### config.mk
export PLATFORM = sky130hd
export DESIGN_NAME = fir101_mac
export DESIGN_NICKNAME = d
export VERILOG_FILES = /design/src/rtl/core/fir101_pkg.sv /design/src/rtl/core/fir101_mac.sv
export SDC_FILE = /design/constraint.sdc
export NUM_CORES = 1
export LEC_CHECK = 0
export ABC_AREA = 1
export BUFFER_PORTS_ARGS = -buffer_cell sky130_fd_sc_hd__buf_4
export CAP_MARGIN = 15
export CORE_ASPECT_RATIO = 1.2
export CORE_MARGIN = 4
export CORE_UTILIZATION = 49
export DETAILED_ROUTE_END_ITERATION = 7
export PLACE_DENSITY_LB_ADDON = 0.3
export REMOVE_ABC_BUFFERS = 1
export SYNTH_ARGS = -nofsm -noshare
export SYNTH_HDL_FRONTEND = slang
export SYNTH_SLANG_ARGS = --single-unit
export TNS_END_PERCENT = 20
### constraint.sdc
create_clock -name clk -period 15.6 [get_ports clk]
set_input_delay 3.9 -clock clk [delete_from_list [all_inputs] [get_ports clk]]
set_output_delay 3.9 -clock clk [all_outputs]
set_load 0.01 [all_outputs]
### src/rtl/core/fir101_pkg.sv
package fir101_pkg;

	localparam int TAPS         = 101;
	localparam int HALF_TAPS    = (TAPS + 1) / 2;
	localparam int SAMPLE_WIDTH = 16;
	localparam int COEFF_WIDTH  = 18;
	localparam int COEFF_FRAC   = COEFF_WIDTH - 1;
	localparam int ACC_WIDTH    = 40;
	localparam int PROD_WIDTH   = SAMPLE_WIDTH + COEFF_WIDTH;
	localparam int TAP_W        = $clog2(TAPS);
	localparam int HALF_W       = $clog2(HALF_TAPS);
	localparam int SKIP_W       = 7;

	typedef logic        [TAP_W-1:0]        tap_t;
	typedef logic        [SKIP_W-1:0]       skip_t;
	typedef logic signed [SAMPLE_WIDTH-1:0] sample_t;
	typedef logic signed [COEFF_WIDTH-1:0]  coef_t;
	typedef logic signed [PROD_WIDTH-1:0]   prod_t;
	typedef logic signed [ACC_WIDTH-1:0]    acc_t;

	// Sequencer to multiply-accumulate unit.
	typedef struct packed {
		logic clear;  // zero the accumulator for a new sum
		logic issue;  // a tap read goes out this cycle
		tap_t tap;    // tap number of that read, newest sample is tap 0
	} mac_ctl_t;

	// Multiply-accumulate unit back to the sequencer.
	typedef struct packed {
		logic    busy;       // taps still in the multiply or add stage
		sample_t filtered;   // rounded, saturated sum
		logic    saturated;
	} mac_sts_t;

	// Symmetric lowpass ROM, Q1.17: fold the tap onto the first half.
	function automatic coef_t coef_at(tap_t tap);
		logic [HALF_W-1:0] k;
		coef_t             c;
		k = (int'(tap) < HALF_TAPS) ? tap[HALF_W-1:0] : HALF_W'(TAPS - 1 - int'(tap));
		case (k)
			6'd0:  c = coef_t'(67);
			6'd1:  c = coef_t'(49);
			6'd2:  c = coef_t'(0);
			6'd3:  c = coef_t'(-55);
			6'd4:  c = coef_t'(-86);
			6'd5:  c = coef_t'(-67);
			6'd6:  c = coef_t'(0);
			6'd7:  c = coef_t'(85);
			6'd8:  c = coef_t'(136);
			6'd9:  c = coef_t'(109);
			6'd10: c = coef_t'(0);
			6'd11: c = coef_t'(-141);
			6'd12: c = coef_t'(-225);
			6'd13: c = coef_t'(-179);
			6'd14: c = coef_t'(1);
			6'd15: c = coef_t'(228);
			6'd16: c = coef_t'(360);
			6'd17: c = coef_t'(284);
			6'd18: c = coef_t'(-1);
			6'd19: c = coef_t'(-353);
			6'd20: c = coef_t'(-553);
			6'd21: c = coef_t'(-432);
			6'd22: c = coef_t'(1);
			6'd23: c = coef_t'(528);
			6'd24: c = coef_t'(820);
			6'd25: c = coef_t'(636);
			6'd26: c = coef_t'(-2);
			6'd27: c = coef_t'(-767);
			6'd28: c = coef_t'(-1187);
			6'd29: c = coef_t'(-918);
			6'd30: c = coef_t'(2);
			6'd31: c = coef_t'(1102);
			6'd32: c = coef_t'(1705);
			6'd33: c = coef_t'(1319);
			6'd34: c = coef_t'(-2);
			6'd35: c = coef_t'(-1595);
			6'd36: c = coef_t'(-2482);
			6'd37: c = coef_t'(-1937);
			6'd38: c = coef_t'(3);
			6'd39: c = coef_t'(2400);
			6'd40: c = coef_t'(3804);
			6'd41: c = coef_t'(3040);
			6'd42: c = coef_t'(-3);
			6'd43: c = coef_t'(-4030);
			6'd44: c = coef_t'(-6726);
			6'd45: c = coef_t'(-5763);
			6'd46: c = coef_t'(3);
			6'd47: c = coef_t'(9751);
			6'd48: c = coef_t'(20775);
			6'd49: c = coef_t'(29459);
			6'd50: c = coef_t'(32750);
			default: c = coef_t'(0);
		endcase
		return c;
	endfunction

endpackage

### src/rtl/core/fir101_mac.sv
// Shared multiply-accumulate: coefficient lookup, product stage, 40-bit sum.
module fir101_mac import fir101_pkg::*; (
	input  logic     clk,
	input  logic     arst_n,
	input  mac_ctl_t ctl,
	input  sample_t  rd_data,
	output mac_sts_t sts
);

	localparam int RND_W = ACC_WIDTH - COEFF_FRAC;
	localparam logic signed [RND_W-1:0] RND_MAX = RND_W'((1 <<< (SAMPLE_WIDTH - 1)) - 1);
	localparam logic signed [RND_W-1:0] RND_MIN = -RND_MAX - RND_W'(1);
	localparam acc_t RND_HALF = acc_t'(1) <<< (COEFF_FRAC - 1);

	coef_t coef_s1;
	logic  en_s1;
	prod_t prod_s2;
	logic  en_s2;
	acc_t  acc_q;

	acc_t                    biased;
	logic signed [RND_W-1:0] rnd;

	always_ff @(posedge clk or negedge arst_n) begin
		if (!arst_n) begin
			en_s1 <= 1'b0;
			en_s2 <= 1'b0;
		end else begin
			en_s1 <= ctl.issue;
			en_s2 <= en_s1;
		end
	end

	// Coefficient lines up with the registered memory read.
	always_ff @(posedge clk) begin
		coef_s1 <= coef_at(ctl.tap);
		prod_s2 <= prod_t'(rd_data) * prod_t'(coef_s1);
	end

	always_ff @(posedge clk) begin
		if (ctl.clear) begin
			acc_q <= '0;
		end else if (en_s2) begin
			acc_q <= acc_q + acc_t'(prod_s2);
		end
	end

	// Round half up: floor((acc + 2^16) / 2^17), then clamp to Q1.15.
	always_comb begin
		biased = acc_q + RND_HALF;
		rnd    = signed'(biased[ACC_WIDTH-1:COEFF_FRAC]);
		sts.busy = en_s1 | en_s2;
		if (rnd > RND_MAX) begin
			sts.filtered  = RND_MAX[SAMPLE_WIDTH-1:0];
			sts.saturated = 1'b1;
		end else if (rnd < RND_MIN) begin
			sts.filtered  = RND_MIN[SAMPLE_WIDTH-1:0];
			sts.saturated = 1'b1;
		end else begin
			sts.filtered  = rnd[SAMPLE_WIDTH-1:0];
			sts.saturated = 1'b0;
		end
	end

endmodule

==> flow_metrics.tcl <==
set metrics [dict create \
    status "completed" \
    die_w_um 182 \
    worstMarginPinSlew_ns 0.967 \
    vias 15500 \
    clock-sinks 92 \
    dp_hpwl_um 39000 \
    clkSlewWorstSetupHoldPaths_ns 0.07 \
    path_class "in -> reg" \
    first_global_vias 16200 \
    drtIter0Drc 816 \
    grt_max_degree 51 \
    critPathCaptureType "flip-flop" \
    min_period_ns 9.46 \
    multi_input_area_um2 13200 \
    cts_max_level 3 \
    grt_usage_pct 24.3 \
    io_pins 45 \
    root_buffer "clkbuf_16" \
    seqCellArea_um2 1850 \
    gp_congestion 0.960 \
    fillers 3532 \
    slew_headroom_pct 35.5 \
    synth_top_area_share_pct 30.6 \
    postCtsSetupBuffers 0 \
    setup_violations 0 \
    die_h_um 217 \
    holdBufCountCts 0 \
    area_delta_synth_final_pct 5.28 \
    clk-insertion-delay-late_ns 0.37 \
    dr.pass1.iters 6 \
    synth-seq-cells 92 \
    fin_crit_sh_pct 60.6 \
    synth_edf_count 0 \
    synth_cell_type_count 48 \
    layout_commonest_cell "nand2_1" \
    ant_nets 0 \
    start_kind "input port" \
    syn-cell-area_um2 17800 \
    seq_area_frac_synth_pct 10.4 \
    antenna_found_initial 0 \
    rows 76 \
    maxCapViolations 0 \
    rsz0062_at_grt "no" \
    tns_ns 0 \
    cts_resized 0 \
    drcViolationCount 0 \
    layout_common_cells "nand2_1 (680), inv_1 (625), fa_1 (272), nor2_1 (190), ha_1 (130)" \
    yosys_warnings 0 \
    min_path_type "reg -> reg" \
    skew_ns 0.00816 \
    start_util_pct 49.6 \
    worst-endpoint-arrival_ns 9.76 \
    critPathMaxFanout 16 \
    layout.nets 2968 \
    cts_tree "built" \
    wl_um 46300 \
    drive_above_1_share_pct 3.73 \
    clock_path_buffers 2 \
    fp.coreArea_um2 35800 \
    report.final.hold_viol_count 0 \
    numCtsBuffers 9 \
    grt-ovfl-total 0 \
    cp_data_required_time_ns 15.90 \
    postSynth.asyncResetShare_pct 2.17 \
    antenna_cells 0 \
    synth.area.top_cells "fa_1 (31%), nand2_1 (14%), inv_1 (13%), dfxtp_1 (10%), ha_1 (9.1%)" \
    yosys.area.top_type "fa_1" \
    slew_violations 0 \
    ys.flop_type "dfxtp_1" \
    max_freq_mhz 106 \
    vias_per_cell 5.13 \
    synthesis.instances 2566 \
    grt_first_pass_wirelength_um 79000 \
    dieArea_um2 39400 \
    syn_avg_cell_area_um2 6.93 \
    wl_per_cell_um 15.4 \
    io_buffers 44 \
]
==> worst max-delay path: stages <==
cell and delay (ns):
buf_4 0.21, nand2_1 0.14, inv_1 0.15, fa_1 0.48, inv_1 0.25, fa_1 0.55
inv_1 0.38, fa_1 0.49, fa_1 0.48, fa_1 0.54, inv_1 0.05, fa_1 0.52
inv_1 0.04, ha_1 0.35, a21oi_1 0.26, o21ai_0 0.14, a21oi_1 0.16, nand3_1 0.24
a21oi_1 0.24, xor2_1 0.16
==> layout make-up <==
type / count / share of cell area, %
inverter: 634 / 12.7
multi-input combinational: 1754 / 70.5
clock buffer: 10 / 1.22
timing repair buffer: 48 / 1.92
clock inverter: 6 / 0.635
tap: 468 / 3.13
sequential: 92 / 9.89
==> state kept, by name, indices dropped and copies added, names as in the netlist <==
name and count:
acc_q 40, coef_s1 16, en_s1 1, en_s2 1, prod_s2 34
==> kinds of logic after synthesis <==
kind of cell	after synthesis	synth area share (%)
adder cells (fa/ha/maj)	402	39.8
XOR/XNOR	66	3.29
AND/OR/NAND/NOR	1038	23.6
flip-flops	92	10.4
AO/OA/AOI/OAI	248	7.59
buffers and inverters	720	15.4
==> routing by layer <==
metal  track usage, %  up-vias  share of wire, %
met5                0        -                 0
met3             3.00      111               4.7
li1                 -     7572                 -
met2             43.4      446                50
met1             30.0     7333                41
met4             9.36        0               3.7
==> path summary, 6_finish.rpt <==
check / from / slack (ns) / cells after the start / end
setup / recovery: rd_data[1] / 6.14 / 20 / prod_s2[31]
hold / removal: en_s1 / 0.37 / 0 / en_s2
setup reg to reg: coef_s1[16] / 9.11 / 19 / prod_s2[31]
hold reg to reg: en_s1 / 0.37 / 0 / en_s2
max in group asynchronous: arst_n / 12.22 / 1 / en_s2
min in group asynchronous: arst_n / 3.30 / 1 / en_s1
==> synth_stat cells (9+ instances only) <==
cell / instances
inv_1: 625
o21bai_1: 9
nor2_1: 190
o21ai_0: 88
nor3_1: 16
fa_1: 272
a21oi_1: 115
xor2_1: 49
nand4_1: 22
nand3_1: 105
clkbuf_1: 74
dfxtp_1: 90
nand2_1: 680
ha_1: 130
xnor2_1: 16
==> per-stage QoR <==
step           utilization (%)  hold slack [ns]  area, um2  setup slack, ns  cells
2_1_floorplan                -            0.346      17400             6.72   2480
3_5_place_dp              51.3            0.360      18400             5.74   2996
6_report                  52.2            0.370      18700             6.14   3012
5_1_grt                   52.2            0.390      18700             5.77   3012
4_1_cts                   52.2            0.376      18700             6.14   3012
3_3_place_gp              51.3            0.353      18400             5.76   2996
Power is left out: the tool's default activity adds up to more than one toggle a clock period on the data nets, which glitch-free logic cannot reach.
