--- config.mk ---
export PLATFORM = sky130hd
export DESIGN_NAME = fir101_dline
export DESIGN_NICKNAME = d
export VERILOG_FILES = /design/src/rtl/core/fir101_pkg.sv /design/src/rtl/core/fir101_dline.sv
export SDC_FILE = /design/constraint.sdc
export NUM_CORES = 2
export LEC_CHECK = 0
export ABC_CLOCK_PERIOD_IN_PS = 1650
export BUFFER_PORTS_ARGS = -buffer_cell sky130_fd_sc_hd__buf_2
export CORE_MARGIN = 2
export CORE_UTILIZATION = 57
export DETAILED_ROUTE_END_ITERATION = 12
export PLACE_DENSITY = 0.85
export SETUP_SLACK_MARGIN = 0.2
export SLEW_MARGIN = 10
export SYNTH_ARGS = -nofsm -noshare
export SYNTH_HDL_FRONTEND = slang
export SYNTH_SLANG_ARGS = --single-unit
--- constraint.sdc ---
create_clock -name clk -period 1.65 [get_ports clk]
set_input_delay 0.2475 -clock clk [delete_from_list [all_inputs] [get_ports clk]]
set_output_delay 0.2475 -clock clk [all_outputs]
set_load 0.03 [all_outputs]
--- src/rtl/core/fir101_pkg.sv ---
package fir101_pkg;

	localparam int TAPS         = 101;
	localparam int HALF_TAPS    = (TAPS + 1) / 2;
	localparam int SAMPLE_WIDTH = 16;
	localparam int COEFF_WIDTH  = 18;
	localparam int COEFF_FRAC   = COEFF_WIDTH - 1;
	localparam int ACC_WIDTH    = 40;
	localparam int PROD_WIDTH   = SAMPLE_WIDTH + COEFF_WIDTH;
	localparam int TAP_W        = $clog2(TAPS);
	localparam int HALF_W       = $clog2(HALF_TAPS);
	localparam int SKIP_W       = 7;

	typedef logic        [TAP_W-1:0]        tap_t;
	typedef logic        [SKIP_W-1:0]       skip_t;
	typedef logic signed [SAMPLE_WIDTH-1:0] sample_t;
	typedef logic signed [COEFF_WIDTH-1:0]  coef_t;
	typedef logic signed [PROD_WIDTH-1:0]   prod_t;
	typedef logic signed [ACC_WIDTH-1:0]    acc_t;

	// Sequencer to multiply-accumulate unit.
	typedef struct packed {
		logic clear;  // zero the accumulator for a new sum
		logic issue;  // a tap read goes out this cycle
		tap_t tap;    // tap number of that read, newest sample is tap 0
	} mac_ctl_t;

	// Multiply-accumulate unit back to the sequencer.
	typedef struct packed {
		logic    busy;       // taps still in the multiply or add stage
		sample_t filtered;   // rounded, saturated sum
		logic    saturated;
	} mac_sts_t;

	// Symmetric lowpass ROM, Q1.17: fold the tap onto the first half.
	function automatic coef_t coef_at(tap_t tap);
		logic [HALF_W-1:0] k;
		coef_t             c;
		k = (int'(tap) < HALF_TAPS) ? tap[HALF_W-1:0] : HALF_W'(TAPS - 1 - int'(tap));
		case (k)
			6'd0:  c = coef_t'(67);
			6'd1:  c = coef_t'(49);
			6'd2:  c = coef_t'(0);
			6'd3:  c = coef_t'(-55);
			6'd4:  c = coef_t'(-86);
			6'd5:  c = coef_t'(-67);
			6'd6:  c = coef_t'(0);
			6'd7:  c = coef_t'(85);
			6'd8:  c = coef_t'(136);
			6'd9:  c = coef_t'(109);
			6'd10: c = coef_t'(0);
			6'd11: c = coef_t'(-141);
			6'd12: c = coef_t'(-225);
			6'd13: c = coef_t'(-179);
			6'd14: c = coef_t'(1);
			6'd15: c = coef_t'(228);
			6'd16: c = coef_t'(360);
			6'd17: c = coef_t'(284);
			6'd18: c = coef_t'(-1);
			6'd19: c = coef_t'(-353);
			6'd20: c = coef_t'(-553);
			6'd21: c = coef_t'(-432);
			6'd22: c = coef_t'(1);
			6'd23: c = coef_t'(528);
			6'd24: c = coef_t'(820);
			6'd25: c = coef_t'(636);
			6'd26: c = coef_t'(-2);
			6'd27: c = coef_t'(-767);
			6'd28: c = coef_t'(-1187);
			6'd29: c = coef_t'(-918);
			6'd30: c = coef_t'(2);
			6'd31: c = coef_t'(1102);
			6'd32: c = coef_t'(1705);
			6'd33: c = coef_t'(1319);
			6'd34: c = coef_t'(-2);
			6'd35: c = coef_t'(-1595);
			6'd36: c = coef_t'(-2482);
			6'd37: c = coef_t'(-1937);
			6'd38: c = coef_t'(3);
			6'd39: c = coef_t'(2400);
			6'd40: c = coef_t'(3804);
			6'd41: c = coef_t'(3040);
			6'd42: c = coef_t'(-3);
			6'd43: c = coef_t'(-4030);
			6'd44: c = coef_t'(-6726);
			6'd45: c = coef_t'(-5763);
			6'd46: c = coef_t'(3);
			6'd47: c = coef_t'(9751);
			6'd48: c = coef_t'(20775);
			6'd49: c = coef_t'(29459);
			6'd50: c = coef_t'(32750);
			default: c = coef_t'(0);
		endcase
		return c;
	endfunction

endpackage

--- src/rtl/core/fir101_dline.sv ---
// Delay line: one write port, one registered read port, a valid bit per entry.
module fir101_dline import fir101_pkg::*; (
	input  logic    clk,
	input  logic    arst_n,
	input  logic    clr,
	input  logic    we,
	input  tap_t    waddr,
	input  sample_t wdata,
	input  tap_t    raddr,
	output sample_t rdata
);

	sample_t          mem [TAPS];
	logic [TAPS-1:0]  vld_q;
	logic [TAPS-1:0]  vld_set;
	sample_t          rdata_q;
	logic             rvld_q;

	assign vld_set = we ? ({{(TAPS-1){1'b0}}, 1'b1} << waddr) : '0;

	always_ff @(posedge clk) begin
		if (we) begin
			mem[waddr] <= wdata;
		end
		rdata_q <= mem[raddr];
	end

	// Clear drops every entry at once; a write in the same cycle still lands.
	always_ff @(posedge clk or negedge arst_n) begin
		if (!arst_n) begin
			vld_q  <= '0;
			rvld_q <= 1'b0;
		end else begin
			vld_q  <= (clr ? '0 : vld_q) | vld_set;
			rvld_q <= vld_q[raddr];
		end
	end

	// Never-written entries read as zero.
	assign rdata = rvld_q ? rdata_q : sample_t'(0);

endmodule

==> impl_metrics.yaml <==
synthesis:
  yosys-top-cells-area: "edfxtp_1 72%, mux4_2 12%, dfrtp_1 3.8%"
  yosys.cell_types.count: 60
  synthMostInstantiatedCell: "edfxtp_1"
  synth_top_area_share_pct: 71.7
  syn-cell-area_um2: 67600
  async_flop_share_pct: 5.88
  synth_largest_area_cell: "edfxtp_1"
  syn_inst: 3352
  ys.flop_type: "edfxtp_1"
  synth-edff-count: 1616
  synth_seq_cells: 1734
  synth.avg_cell_area_um2: 20.2
  synthTopCellsByCount: "1616 x edfxtp_1, 375 x mux4_2, 212 x mux2i_1"
  syn_nets: 3386
  ys_seq_area_share_pct: 76.0
  yosysWarnings: 0
global_route:
  grt_pass1_vias: 40100
  met3_usage_pct: 9.99
  met1_usage_pct: 42.1
  grt_start_max_net_pins: 102
  antenna_found_initial: 9
  grt_usage_pct: 33.6
  grt-ovfl-total: 0
  grt_first_pass_wirelength_mm: 288
  met2_usage_pct: 53.0
  top_usage_layer: "met2"
critical_path:
  worst_setup_path_end_kind: "register"
  crit_slowest_cell: "mux4_2"
  crit_chain: "mux4_2 -> mux4_2 -> nand2_2 -> nand2_2 -> o211ai_1 -> o31ai_2"
  critical_path.startpoint_type: "register"
  reg2regPathDepth: 6
  rrSetupSlack_ns: -0.90
  critPathTopFamily: "multiplexers"
  worst-endpoint-required_ns: 2.30
  timing.rr.start: "mem[91][4]"
  critPathBufInv: 0
  critical_path_class: "reg -> reg"
  critPathArrivalTime_ns: 3.20
  slowest_delay_ns: 0.58
  crit_path_max_fanout: 1
  r2r_end: "rdata_q[4]"
power_and_ir_drop:
  p_seq_share_pct: 53.0
  switchingPower_mw: 20.7
  p_int_mw: 70.7
  ir_worst_vdd_uv: 976
  finalPower_mw: 91.4
  power_density_nw_per_um2: 1110
  combPwrFrac_pct: 7.3
  p_clk_share_pct: 39.7
  leakage_nw: 27.4
  switching_share_pct: 22.7
die:
  die_h_um: 348
  core_um2: 118000
  initial_utilization_pct: 57.4
  design.portCount: 50
  die_x_um: 348
  rows: 126
  fp.dieArea_um2: 121000
sta:
  fin_crit_sh_pct: 154
  rsz0062_at_grt: "true"
  clock.fmax_ghz: 0.392
  skew_ns: 0.0490
  tightest_slew_ns: 0.825
  setup-violations-final: 33
  slew_headroom_pct: 44.4
  finalHoldViolCount: 0
  drv_slew: 0
  setup_tns_ns: -12.39
  final.setup.worst_slack_ns: -0.898
  fin_crit_ns: 2.55
status:
  status: "finished with violations"
  violations: "negative setup slack"
drt:
  via_per_inst: 7.03
  wl_per_cell_um: 36.4
  wl_mm: 204
  ant_nets: 0
  first_pass_iters: 6
  vias: 39600
  drc: 0
  drt_iter0_drc: 6879
clocking:
  clk_path_buf_depth: 3
  cts_setup_buffers: 0
  cts-root-buf: "clkbuf_16"
  cts_sinks: 1734
  clk_pin_slew_worst_paths_ns: 0.07
  htree_levels: 4
  tritoncts: "done"
  cts_buffers: 162
  insertion_delay_ns: 0.81
layout:
  final_cell_count_no_fill: 5623
  final_nets: 3991
  area.growth.synth_to_final_pct: 21.6
  drive_gt1_share_pct: 35.9
placed_design:
  gp_congestion: 0.955
  io_buffers: 49
  dp_cells: 5312
  hpwl_mm: 120
min_path:
  min_from: "wdata[14]"
  min_path_type: "in -> reg"
  whs_path_depth: 2
  hold_end: "mem[0][14]"
job:
  max_cap_viol_count: 0
[layer usage]
layer  part of all wire, %  wire length [µm]
met5                 0.033                67
met4                   6.7             13600
met3                    14             29500
met2                    47             96700
met1                    32             64600
[power by group through the flow]
| stage | Clock [mW] | Combinational [mW] | Sequential, mW |
|---|---|---|---|
| floorplan | 0 | 2.79 | 49.3 |
| detailed placement | 0 | 5.91 | 49.3 |
| CTS | 36.3 | 6.33 | 48.4 |
| global route | 38.0 | 6.76 | 48.4 |
| global placement | 0 | 5.70 | 49.3 |
| finish | 36.3 | 6.66 | 48.4 |
[how the worst max path moves through the flow]
stage                     cells after the start  slack [ns]         end  startpoint
after detailed placement                     11       -1.40  rdata_q[9]    raddr[0]
final                                         6       -0.90  rdata_q[4]  mem[91][4]
after floorplan                               3       -0.32  mem[87][0]    waddr[0]
after global routing                          6       -0.87  rdata_q[4]  mem[91][4]
after global placement                       11       -1.29  rdata_q[9]    raddr[0]
after CTS                                     6       -0.66  rdata_q[4]  mem[94][4]
[flip-flops by register name (all words and copies together) (netlist names)]
name and count:
vld_q 101, mem 1616, rdata_q 16, rvld_q 1
[timing repair]
action                     CTS  global route
setup endpoints to repair   33            33
gates resized for setup    142            42
hold buffers                16             0
pin swaps                   32            20
gates cloned                 1             0
hold endpoints to repair   449             0
[worst register-to-register path, delay by kind of cell, from the launching register on]
kind	cells	cell delay [ns]
AOI/OAI and AO/OA	2	0.66
and+or+nand+nor	2	0.18
DFF	1	0.48
muxes	2	1.08
[per-stage QoR]
step	area, µm²	utilization, %	hold slack, ns	setup WS (ns)
after floorplan	68800	-	-0.0481	-0.318
after global placement	76200	64.7	0.162	-1.29
after detailed placement	76200	64.7	0.169	-1.40
after CTS	82000	69.5	0.0210	-0.658
after global routing	82200	69.7	0.0369	-0.871
final	82200	69.7	0.0256	-0.898
[cell usage in the layout (no fill, tap or decap), types with 7 or more instances in the layout]
cell type and instances:
nor2_4 74, mux4_2 375, dlygate4sd3_1 16, mux2_2 14, clkinv_2 21, buf_2 13
o21ai_0 11, a21oi_2 19, nor2_1 38, nand2_2 9, nor2_2 26, dfxtp_1 16
clkinv_1 29, nor2b_1 17, buf_12 202, clkbuf_16 162, a22oi_1 52, a211oi_1 16
buf_6 28, edfxtp_1 1616, inv_1 106, buf_4 381, and2_4 18, nand2_1 94
o22ai_1 117, a31oi_1 20, a21oi_1 36, mux2i_1 204, clkbuf_1 41, bufinv_16 8
diode_2 7, a211oi_2 10, nand2b_1 9, dfrtp_1 101, nand3_1 14
[final cells by class]
cell class	count	area (µm²)
inverter	111	419
tap	1536	1920
antenna	7	17.5
sequential	1734	51400
clock buffer	208	4280
clock inverter	79	749
timing repair buffer	644	7500
fill	6278	35700
multi-input combinational	1304	15900
[cell families after synthesis]
logic type	count (synthesis)	share of synthesized area [%]
multiplexers	601	15.9
buffers and inverters	314	2.36
flip-flops	1734	76.0
AO/OA/AOI/OAI	355	3.50
AND/OR/NAND/NOR	348	2.29
(Power assumes the default switching activity.)
